## src/sv/scalar_kalman_smoother_core_assert.svh

```systemverilog
// Assertion macros for the scalar Kalman smoother core.
// Each macro samples on clk and is disabled while rst_n is low.
`ifndef SCALAR_KALMAN_SMOOTHER_CORE_ASSERT_SVH
`define SCALAR_KALMAN_SMOOTHER_CORE_ASSERT_SVH

// The consequent must hold in the same cycle as the antecedent.
`define SKC_ASSERT_SAME(lbl, ante, cons, msg) \
    lbl: assert property (@(posedge clk) disable iff (!rst_n) (ante) |-> (cons)) else $error(msg);

// The consequent must hold in the cycle after the antecedent.
`define SKC_ASSERT_NEXT(lbl, ante, cons, msg) \
    lbl: assert property (@(posedge clk) disable iff (!rst_n) (ante) |=> (cons)) else $error(msg);

`endif

```

## src/sv/skc_pkg.sv

```systemverilog
// Package for the scalar Kalman smoother core: widths, reset values,
// register indexes, controller states and the controller command bundle.
// Used by skc_ctrl, skc_dp and scalar_kalman_smoother_core.
package skc_pkg;

    localparam int SAMPLE_WIDTH_DEF = 16;
    localparam int FRAC_BITS_DEF    = 16;

    localparam int EST_W     = 32;
    localparam int COV_W     = 32;
    localparam int CFG_W     = 32;
    localparam int GAIN_BITS = 16;
    localparam int GAIN_W    = GAIN_BITS + 1;
    localparam logic [GAIN_W-1:0] GAIN_ONE = GAIN_W'(1) << GAIN_BITS;

    // One quotient bit per divider step, from the 1.0 bit down.
    localparam int DIV_STEPS = GAIN_W;
    localparam int DIV_CNT_W = $clog2(DIV_STEPS);

    localparam logic [CFG_W-1:0] PROCESS_NOISE_RST = 32'd655;
    localparam logic [CFG_W-1:0] MEASURE_NOISE_RST = 32'd65536;

    localparam int CFG_INDEX_W = 1;
    localparam logic [CFG_INDEX_W-1:0] CFG_PROCESS_NOISE = 1'b0;
    localparam logic [CFG_INDEX_W-1:0] CFG_MEASURE_NOISE = 1'b1;

    typedef enum logic [2:0] {
        ST_IDLE,
        ST_PREP,
        ST_DIV,
        ST_GAIN,
        ST_MUL_EST,
        ST_MUL_COV,
        ST_WRITE
    } state_t;

    typedef struct packed {
        logic load;      // capture the sample and the predicted covariance
        logic prep;      // form the denominator and innovation, seed the divider
        logic div_step;  // one restoring division step
        logic gain_set;  // fix the gain, covering the zero denominator
        logic mul_est;   // innovation times gain
        logic mul_cov;   // covariance times one minus gain, round the correction
        logic write;     // update state and present the result
    } cmd_t;

endpackage

```

## src/sv/scalar_kalman_smoother_core.sv

```systemverilog
// Scalar Kalman smoother core: a one-dimensional Kalman filter with a
// constant-state model in Q16.16 fixed point. Each sample request yields one
// result request carrying the new estimate and the Q1.16 gain that was used.
// The time per sample is set by the restoring divider that forms the gain,
// one quotient bit per cycle, plus prediction, the two products on the
// shared multiplier and the state update. The block works on one sample at
// a time but takes the next sample while the previous result still waits in
// its output register; it stalls only if that result is still unread when
// the next one is finished. The noise registers may be written at any time
// but should only change while the block is idle. Depends on skc_pkg,
// skc_ctrl, skc_dp and the assertion header.
module scalar_kalman_smoother_core #(
    parameter int SAMPLE_WIDTH = skc_pkg::SAMPLE_WIDTH_DEF,
    parameter int FRAC_BITS    = skc_pkg::FRAC_BITS_DEF
) (
    input  logic                             clk,
    input  logic                             rst_n,
    input  logic                             cfg_we,
    input  logic [skc_pkg::CFG_INDEX_W-1:0]  cfg_index,
    input  logic [skc_pkg::CFG_W-1:0]        cfg_data,
    input  logic                             sample_valid,
    output logic                             sample_ready,
    input  logic signed [SAMPLE_WIDTH-1:0]   sample,
    output logic                             result_valid,
    input  logic                             result_ready,
    output logic signed [skc_pkg::EST_W-1:0] estimate,
    output logic [skc_pkg::GAIN_W-1:0]       gain
);
    import skc_pkg::*;

`include "scalar_kalman_smoother_core_assert.svh"

    logic [CFG_W-1:0] process_noise_reg, process_noise_next;
    logic [CFG_W-1:0] measure_noise_reg, measure_noise_next;
    cmd_t             cmd;

    // Noise registers. Both indexes are decoded, so every write lands.
    always_comb
    begin
        process_noise_next = process_noise_reg;
        measure_noise_next = measure_noise_reg;
        if (cfg_we)
        begin
            unique case (cfg_index)
                CFG_PROCESS_NOISE: process_noise_next = cfg_data;
                CFG_MEASURE_NOISE: measure_noise_next = cfg_data;
                default:           process_noise_next = process_noise_reg;
            endcase
        end
    end

    always_ff @(posedge clk or negedge rst_n)
    begin
        if (!rst_n)
        begin
            process_noise_reg <= PROCESS_NOISE_RST;
            measure_noise_reg <= MEASURE_NOISE_RST;
        end
        else
        begin
            process_noise_reg <= process_noise_next;
            measure_noise_reg <= measure_noise_next;
        end
    end

    // The controller sequences each sample; the datapath holds the filter
    // state and does the arithmetic under its commands.
    skc_ctrl u_ctrl (
        .clk          (clk),
        .rst_n        (rst_n),
        .sample_valid (sample_valid),
        .sample_ready (sample_ready),
        .result_valid (result_valid),
        .result_ready (result_ready),
        .cmd          (cmd)
    );

    skc_dp #(
        .SAMPLE_WIDTH (SAMPLE_WIDTH),
        .FRAC_BITS    (FRAC_BITS)
    ) u_dp (
        .clk           (clk),
        .rst_n         (rst_n),
        .cmd           (cmd),
        .sample        (sample),
        .process_noise (process_noise_reg),
        .measure_noise (measure_noise_reg),
        .estimate      (estimate),
        .gain          (gain)
    );

    // A presented gain never exceeds one.
    `SKC_ASSERT_SAME(a_gain_range, result_valid, gain <= GAIN_ONE, "gain above one")
    // Only one sample is in work at a time.
    `SKC_ASSERT_NEXT(a_one_in_flight, sample_valid && sample_ready, !sample_ready, "second sample taken")
    // A new result never overwrites one that has not been taken.
    `SKC_ASSERT_SAME(a_no_overwrite, cmd.write, !result_valid || result_ready, "result overwritten")
    // A finished update is always presented in the next cycle.
    `SKC_ASSERT_NEXT(a_write_shown, cmd.write, result_valid, "result not presented")

endmodule

```

## src/sv/skc_ctrl.sv

```systemverilog
// Controller of the scalar Kalman smoother: sequences one request through
// the datapath and owns both handshakes. Depends on skc_pkg.
module skc_ctrl (
    input  logic          clk,
    input  logic          rst_n,
    input  logic          sample_valid,
    output logic          sample_ready,
    output logic          result_valid,
    input  logic          result_ready,
    output skc_pkg::cmd_t cmd
);
    import skc_pkg::*;

    state_t               state_reg, state_next;
    logic [DIV_CNT_W-1:0] div_cnt_reg, div_cnt_next;
    logic                 result_valid_reg, result_valid_next;

    always_ff @(posedge clk or negedge rst_n)
    begin
        if (!rst_n)
        begin
            state_reg        <= ST_IDLE;
            div_cnt_reg      <= '0;
            result_valid_reg <= 1'b0;
        end
        else
        begin
            state_reg        <= state_next;
            div_cnt_reg      <= div_cnt_next;
            result_valid_reg <= result_valid_next;
        end
    end

    always_comb
    begin
        state_next   = state_reg;
        div_cnt_next = div_cnt_reg;
        cmd          = '0;
        sample_ready = 1'b0;
        unique case (state_reg)
            ST_IDLE:
            begin
                sample_ready = 1'b1;
                if (sample_valid)
                begin
                    cmd.load   = 1'b1;
                    state_next = ST_PREP;
                end
            end
            ST_PREP:
            begin
                cmd.prep     = 1'b1;
                div_cnt_next = '0;
                state_next   = ST_DIV;
            end
            ST_DIV:
            begin
                cmd.div_step = 1'b1;
                div_cnt_next = div_cnt_reg + 1'b1;
                if (div_cnt_reg == DIV_CNT_W'(DIV_STEPS - 1))
                begin
                    state_next = ST_GAIN;
                end
            end
            ST_GAIN:
            begin
                cmd.gain_set = 1'b1;
                state_next   = ST_MUL_EST;
            end
            ST_MUL_EST:
            begin
                cmd.mul_est = 1'b1;
                state_next  = ST_MUL_COV;
            end
            ST_MUL_COV:
            begin
                cmd.mul_cov = 1'b1;
                state_next  = ST_WRITE;
            end
            ST_WRITE:
            begin
                // The result register must be free before it is overwritten.
                if (!result_valid_reg || result_ready)
                begin
                    cmd.write  = 1'b1;
                    state_next = ST_IDLE;
                end
            end
            default:
            begin
                state_next = ST_IDLE;
            end
        endcase
    end

    always_comb
    begin
        if (cmd.write)
        begin
            result_valid_next = 1'b1;
        end
        else if (result_ready)
        begin
            result_valid_next = 1'b0;
        end
        else
        begin
            result_valid_next = result_valid_reg;
        end
    end

    assign result_valid = result_valid_reg;

endmodule

```

## src/sv/skc_dp.sv

```systemverilog
// Datapath of the scalar Kalman smoother: filter state, restoring divider
// for the gain, one shared multiplier and the saturating updates.
// Depends on skc_pkg; driven by the command bundle from skc_ctrl.
module skc_dp #(
    parameter int SAMPLE_WIDTH = skc_pkg::SAMPLE_WIDTH_DEF,
    parameter int FRAC_BITS    = skc_pkg::FRAC_BITS_DEF
) (
    input  logic                           clk,
    input  logic                           rst_n,
    input  skc_pkg::cmd_t                  cmd,
    input  logic signed [SAMPLE_WIDTH-1:0] sample,
    input  logic [skc_pkg::CFG_W-1:0]      process_noise,
    input  logic [skc_pkg::CFG_W-1:0]      measure_noise,
    output logic signed [skc_pkg::EST_W-1:0] estimate,
    output logic [skc_pkg::GAIN_W-1:0]     gain
);
    import skc_pkg::*;

    localparam int INNOV_W = EST_W + 1;
    localparam int MEAS_W  = (SAMPLE_WIDTH + FRAC_BITS > INNOV_W) ?
                             SAMPLE_WIDTH + FRAC_BITS : INNOV_W;
    localparam int DEN_W   = COV_W + 1;
    localparam int REM_W   = DEN_W + 2;
    localparam int MUL_A_W = INNOV_W + 1;
    localparam int MUL_B_W = GAIN_W + 1;
    localparam int PROD_W  = MUL_A_W + MUL_B_W;
    localparam int DELTA_W = PROD_W - GAIN_BITS;
    localparam int SUM_W   = DELTA_W + 1;

    localparam logic [COV_W-1:0] COV_RST = COV_W'(1) << FRAC_BITS;
    localparam logic signed [EST_W-1:0] EST_MAX = {1'b0, {(EST_W-1){1'b1}}};
    localparam logic signed [EST_W-1:0] EST_MIN = {1'b1, {(EST_W-1){1'b0}}};
    localparam logic signed [PROD_W-1:0] ROUND_HALF = PROD_W'(1) << (GAIN_BITS - 1);

    logic signed [EST_W-1:0]        estimate_reg;
    logic [COV_W-1:0]               covariance_reg;
    logic signed [SAMPLE_WIDTH-1:0] sample_reg;
    logic [COV_W-1:0]               pnow_reg;
    logic [DEN_W-1:0]               denom_reg;
    logic [REM_W-1:0]               rem_reg;
    logic [GAIN_W-1:0]              quot_reg;
    logic [GAIN_W-1:0]              gain_reg;
    logic [GAIN_W-1:0]              gain_out_reg;
    logic signed [INNOV_W-1:0]      innov_reg;
    logic signed [PROD_W-1:0]       prod_reg;
    logic signed [DELTA_W-1:0]      delta_reg;

    logic [COV_W:0]                 psum;
    logic [COV_W-1:0]               pnow_next;
    logic signed [MEAS_W-1:0]       meas_wide;
    logic [MEAS_W-EST_W:0]          meas_hi;
    logic signed [EST_W-1:0]        meas_sat;
    logic signed [INNOV_W-1:0]      innov_next;
    logic [REM_W-1:0]               denom_ext;
    logic [REM_W-1:0]               rem_diff;
    logic [REM_W-1:0]               rem_keep;
    logic                           rem_ge;
    logic signed [MUL_A_W-1:0]      mul_a;
    logic signed [MUL_B_W-1:0]      mul_b;
    logic signed [PROD_W-1:0]       prod_rnd;
    logic signed [SUM_W-1:0]        est_sum;
    logic [SUM_W-EST_W:0]           sum_hi;
    logic signed [EST_W-1:0]        est_sat;

    // Predicted covariance, saturating at all ones.
    assign psum      = {1'b0, covariance_reg} + {1'b0, process_noise};
    assign pnow_next = psum[COV_W] ? '1 : psum[COV_W-1:0];

    // Scaled measurement, clamped to the signed estimate range.
    assign meas_wide = MEAS_W'(sample_reg) <<< FRAC_BITS;
    assign meas_hi   = meas_wide[MEAS_W-1:EST_W-1];
    assign meas_sat  = ((&meas_hi) || !(|meas_hi)) ? meas_wide[EST_W-1:0] :
                       (meas_wide[MEAS_W-1] ? EST_MIN : EST_MAX);
    assign innov_next = {meas_sat[EST_W-1], meas_sat} - {estimate_reg[EST_W-1], estimate_reg};

    // Restoring divider, one quotient bit per step.
    assign denom_ext = REM_W'(denom_reg);
    assign rem_ge    = rem_reg >= denom_ext;
    assign rem_diff  = rem_reg - denom_ext;
    assign rem_keep  = rem_ge ? rem_diff : rem_reg;

    // Shared multiplier operands.
    assign mul_a = cmd.mul_cov ? MUL_A_W'(pnow_reg) : MUL_A_W'(innov_reg);
    assign mul_b = cmd.mul_cov ? MUL_B_W'(GAIN_ONE - gain_reg) : MUL_B_W'(gain_reg);

    assign prod_rnd = prod_reg + ROUND_HALF;

    // Estimate update, clamped to the signed estimate range.
    assign est_sum = SUM_W'(estimate_reg) + SUM_W'(delta_reg);
    assign sum_hi  = est_sum[SUM_W-1:EST_W-1];
    assign est_sat = ((&sum_hi) || !(|sum_hi)) ? est_sum[EST_W-1:0] :
                     (est_sum[SUM_W-1] ? EST_MIN : EST_MAX);

    always_ff @(posedge clk or negedge rst_n)
    begin
        if (!rst_n)
        begin
            estimate_reg   <= '0;
            covariance_reg <= COV_RST;
        end
        else if (cmd.write)
        begin
            estimate_reg   <= est_sat;
            covariance_reg <= prod_reg[GAIN_BITS +: COV_W];
        end
    end

    always_ff @(posedge clk)
    begin
        if (cmd.load)
        begin
            sample_reg <= sample;
            pnow_reg   <= pnow_next;
        end
        if (cmd.prep)
        begin
            denom_reg <= {1'b0, pnow_reg} + {1'b0, measure_noise};
            rem_reg   <= REM_W'(pnow_reg);
            innov_reg <= innov_next;
        end
        if (cmd.div_step)
        begin
            rem_reg  <= {rem_keep[REM_W-2:0], 1'b0};
            quot_reg <= {quot_reg[GAIN_W-2:0], rem_ge};
        end
        if (cmd.gain_set)
        begin
            gain_reg <= (denom_reg == '0) ? GAIN_ONE : quot_reg;
        end
        if (cmd.mul_est || cmd.mul_cov)
        begin
            prod_reg <= mul_a * mul_b;
        end
        if (cmd.mul_cov)
        begin
            delta_reg <= prod_rnd[PROD_W-1:GAIN_BITS];
        end
        if (cmd.write)
        begin
            gain_out_reg <= gain_reg;
        end
    end

    assign estimate = estimate_reg;
    assign gain     = gain_out_reg;

endmodule

```

## config.mk

```make
export PLATFORM = sky130hd
export DESIGN_NAME = scalar_kalman_smoother_core
export DESIGN_NICKNAME = d
export VERILOG_FILES = /design/src/sv/skc_pkg.sv /design/src/sv/scalar_kalman_smoother_core.sv /design/src/sv/skc_ctrl.sv /design/src/sv/skc_dp.sv
export VERILOG_INCLUDE_DIRS = /design/src /design/src/sv
export SDC_FILE = /design/constraint.sdc
export NUM_CORES = 2
export LEC_CHECK = 0
export ABC_CLOCK_PERIOD_IN_PS = 23400
export BUFFER_PORTS_ARGS = -buffer_cell sky130_fd_sc_hd__clkbuf_2
export CAP_MARGIN = 10
export CORE_ASPECT_RATIO = 0.7
export CORE_MARGIN = 1
export CORE_UTILIZATION = 70
export CTS_CLUSTER_SIZE = 30
export DETAILED_ROUTE_END_ITERATION = 8
export GPL_TIMING_DRIVEN = 0
export PLACE_DENSITY = 0.88
export SLEW_MARGIN = 10
export SYNTH_ARGS = -nofsm -noshare
export SYNTH_HDL_FRONTEND = slang
export SYNTH_SLANG_ARGS = --single-unit
```

## constraint.sdc

```tcl
create_clock -name clk -period 23.4 [get_ports clk]
set_clock_uncertainty 0.15 [all_clocks]
set_input_delay 5.85 -clock clk [delete_from_list [all_inputs] [get_ports clk]]
set_output_delay 5.85 -clock clk [all_outputs]
set_load 0.01 [all_outputs]
```

# Word-level counts from Yosys, hierarchy flattened
# Cells that the tools add are included.
# word_totals
register_bits	425
in_bits	54
wordCells	78
# classes
add_sub_neg	8
mul	1
order_cmp	1
eq_ne	10
n_mux	24
bitwise	1
reduce_logical	15
# ops
op	n
$mux 35	2
$mux 34	2
$add 32x32->33	2
$mux 32	2
$add 52x17->52 const B	1
$mul 34x18->52	1
$add 32x36->37	1
$ge 35x33->1	1
$sub 34x33->34	1
$logic_not 33->1	1
$sub 32x32->33	1
$pmux 3 s7	1
$mux 18	1
$sub 17x17->18 const A	1
$mux 1	12
$pmux 5 s2	1
$eq 3x3->1 const B	3
$mux 3	3
$eq 3x2->1 const B	2
$reduce_and 6->1	1
$reduce_bool 2->1	3
$reduce_or 6->1	1
$add 5x1->5 const B	1
$eq 5x5->1 const B	1
other kinds (9)	14

# Logic depth before layout (Yosys ltp)
# logic_depth
ltp_word	5
mapped_depth	33

# By module
# From an unflattened synthesis, not the netlist that was laid out.
# hier_totals
hier_cells	4409
hier_area_um2	43634.3
# by_module_without_submodules
module	instances	cells_each	area_per_inst_um2	seq_area_each_um2
skc_dp	1	4223	40685.3	9790.6
scalar_kalman_smoother_core	1	137	2434.8	1610.3
skc_ctrl	1	49	514.2	225.2

# Least setup slack after synthesis
# No wires, ideal clock.
# synth_path
kind	register -> register
startpoint	register u_ctrl.state_reg[1]
endpoint	register u_dp.prod_reg[51], data pin
arrival_time_ns	8.225
slack_ns	14.765
stages_incl_launch_ff	31
n_path_buf	5
synth_period_minus_slack_ns	8.635
cell_sequence	dfrtp_1 > buf_2 > nand3b_4 > inv_2 > buf_1 > buf_1 > nand2_1 > nand2_1 > clkbuf_1 > nand2_1 > fa_1 > inv_1 > fa_1 > fa_1 > fa_1 > fa_1 > inv_1 > fa_1 > inv_1 > ha_1 > clkbuf_1 > and4_1 > nor3b_1 > a41oi_1 > o21ai_1 > o311ai_1 > o2111a_1 > nor4_2 > or3_1 > a31o_1 > xnor2_1
# synth_between
elab_chain_cells	4
# synth_rtl
item	line_no	text
start, declared	skc_ctrl.sv:14	state_t state_reg, state_next;
start signal, assigned	skc_ctrl.sv:28	state_reg <= state_next;
$eq 3x3->1 (*)	skc_ctrl.sv:40	unique case (state_reg)
$mux 1 (*)	skc_ctrl.sv:40	
$mux 34 or $mux 18 (tied branches)	skc_dp.sv:83, skc_dp.sv:84	
$mul 34x18->52 (*)	skc_dp.sv:132	prod_reg <= mul_a * mul_b;
end signal, assigned	skc_dp.sv:132	
end, declared	skc_dp.sv:45	logic signed [PROD_W-1:0] prod_reg;
# Every way passes the cells marked *; elsewhere a longest branch is shown, timed or not.
# A chain may end at the register's enable or synchronous reset.

# Worst setup path after layout
# layout_path
startpoint	register u_dp.gain_reg[0]
endpoint	register u_dp.prod_reg[51], data pin
# layout_between
elab_chain_cells	3
# layout_rtl
item	line_no	text
start, declared	skc_dp.sv:42	logic [GAIN_W-1:0] gain_reg;
start signal, assigned	skc_dp.sv:128	gain_reg <= (denom_reg == '0) ? GAIN_ONE : quot_reg;
$sub 17x17->18	skc_dp.sv:84	assign mul_b = cmd.mul_cov ? MUL_B_W'(GAIN_ONE - gain_reg) : MUL_B_W'(gain_reg);
$mux 18 (*)	skc_dp.sv:84	
$mul 34x18->52 (*)	skc_dp.sv:132	
# Marks and branches as above.

==> run metrics <==
Max Cap Violations 0; hpwl dp 113000 um; Setup Fix Bufs, Post-CTS 0; crit-path most repeated cell inv_1; Yosys top cell by area fa_1; Clk Latency, worst-skew pair 0.64 ns; CP startpoint kind flip-flop; synthesis-stage register bit count 410; clock-pin slew on the worst setup and hold paths 0.07 ns; simple-gate share of the synthesized area 14.2%; Post-Synth XOR/XNOR Area 4.49%; Area contributors post-synth fa_1, edfxtp_1, ha_1, dfrtp_1, inv_1; Final nets 5716; Fin. Hold Viols 0; Slew Viols, Final 0; largest net degree at the start of global routing 76; GR Util All Layers 44.4%; largest family of logic cells by synthesized area adder cells; Max Clock Freq 85.6 MHz; top-area cell type share of the netlist area 26.2%; Finished Layout Cells 5668; area of the mapped netlist 44100 um2; Site Rows 76; first-pass GRT wire length 210000 um; initial antenna violation count 3; vias in the first global route 34900; CORE AREA 61900 um2; gp weighted congestion 1.04; Least-Margin Pin Slew 1.33 ns; post-route cell area 47200 um2; CTS tree done; asr flop ratio synth 33.4%; IO buf count 104; Mapped Nets 5562; die area 64000 um2; Synth Area in Compound Gates 10.1%; WP buf/inv 11; Netlist cell types 92; WP data required 23.56 ns; violated checks design-rule violations; post-synthesis sequential area ratio 26.4%; Setup-failing EPs final 0; dpl cell area 45800 um2; Gates resized, CTS repair 0; Num CTS Buffers 42; slowest stage cell, crit path o311ai_2; status finished, violations left; CP delay by family, top adder cells; fillers 4261; number of synthesized flops with an enable pin 272; drc violations 16; synth warn 0; Adder-Cell Fraction of Synth Area 33.9%; hold crit path type flip-flop to flip-flop; root buf cell clkbuf_16; crit path max fanout 11; Crit path largest cell delay 0.94 ns; Worst Path Arrival 11.84 ns; CTS max path bufs 3; I/O pins 105; commonest non-fill, non-tap cell in the layout inv_1; initial DRC count 4942; Slew headroom 10.7%; Largest register FFs 37; grt ovf 0; first drt pass iteration count 9; final wirelength 139000 um; Die Y 212 um; CP Class flip-flop to flip-flop; Final min period 11.68 ns; final setup TNS 0 ns; post-synthesis mux area share 2.38%; Top FF cell, synth edfxtp_1; Inst Count DP 5587; ANT nets after route 0; Core Util, Final 76.3%; vias per cell 6.37; syn_area_per_cell 9.47 um2; average wire per standard cell 24.5 um; number of hold buffers added after cts 0; Gate Count Post-Synth 4658; commonest non-fill, non-tap cells in the layout inv_1, nand2_1, fa_1; Final period util 49.9%; Die W 302 um; htree depth 2; CP Capture Type flip-flop; Layout area overhead 7.07%; RSZ-0062 raised after global routing no; initial core utilization 71.3%; Sink Count 410; share of post-route cells with drive strength above 1 6.85%; Vias 36100
-- per-stage QoR --
stage / setup slack, ns / hold WS (ns)
final: 11.72 / 0.292
after global routing: 11.70 / 0.310
after CTS: 11.99 / 0.297
after detailed placement: 12.12 / 0.275
after global placement: 11.18 / 0.271
after floorplan: 14.76 / 0.268
-- cell type report --
| class | count | area, um2 | area share [%] |
|---|---|---|---|
| Multi-Input combinational cell | 3259 | 28800 | 60.9 |
| Timing Repair Buffer | 110 | 664 | 1.41 |
| Clock buffer | 58 | 1210 | 2.57 |
| Clock inverter | 20 | 165 | 0.350 |
| Antenna cell | 3 | 7.51 | 0.0159 |
| Sequential cell | 410 | 11600 | 24.6 |
| Buffer | 162 | 678 | 1.44 |
| Tap cell | 819 | 1020 | 2.17 |
| Inverter | 827 | 3100 | 6.57 |
-- worst paths after layout --
path	startpoint	end	cells after the start	slack [ns]
min in group asynchronous	rst_n	measure_noise_reg[26]	1	5.09
worst min register to register	u_dp.quot_reg[0]	u_dp.quot_reg[1]	0	0.29
worst max register to register	u_dp.gain_reg[0]	u_dp.prod_reg[51]	33	11.72
max in group asynchronous	rst_n	process_noise_reg[1]	2	17.20
worst max-delay path	u_dp.gain_reg[0]	u_dp.prod_reg[51]	33	11.72
worst min-delay path	u_dp.quot_reg[0]	u_dp.quot_reg[1]	0	0.29
-- kinds of logic after synthesis --
logic type,count (synthesis)
and+or+nand+nor,1422
buffers and inverters,989
DFF,410
AOI/OAI and AO/OA,664
muxes,97
adders and majority gates,850
xor gates and xnor gates,226
-- routing by layer --
metal  track usage, %  wire length, um  share of wire [%]  vias to the layer above
met4             15.5             6180                4.5                        4
li1                 -                -                  -                    15300
met5                0               30              0.022                        -
met2             60.5            55300                 40                     2794
met1             63.5            52600                 38                    17500
met3             19.0            24700                 18                      461
-- Yosys cell counts, types with 17 or more instances --
master    instances
and2_1           27
or2_2            21
nor3_1           40
ha_1            273
nand4_1          40
mux2_2           63
edfxtp_1        272
a221o_1          34
o21ai_0         135
a21oi_1         172
xor2_1           68
and3_1           32
or3_1            21
o21a_1           37
clkbuf_1        136
nor2_1          253
a21o_1           87
nor2b_1          60
o21bai_1         24
fa_1            577
nand2_1         790
xnor2_1         158
a31oi_1          19
nor4_1           17
o211ai_1         19
nand2b_1         35
dfrtp_1         129
nand3_1          50
mux2i_1          34
inv_1           825
a211oi_1         20
Power is left out: the tool's default activity adds up to more than one toggle a clock period on the data nets, which glitch-free logic cannot reach.
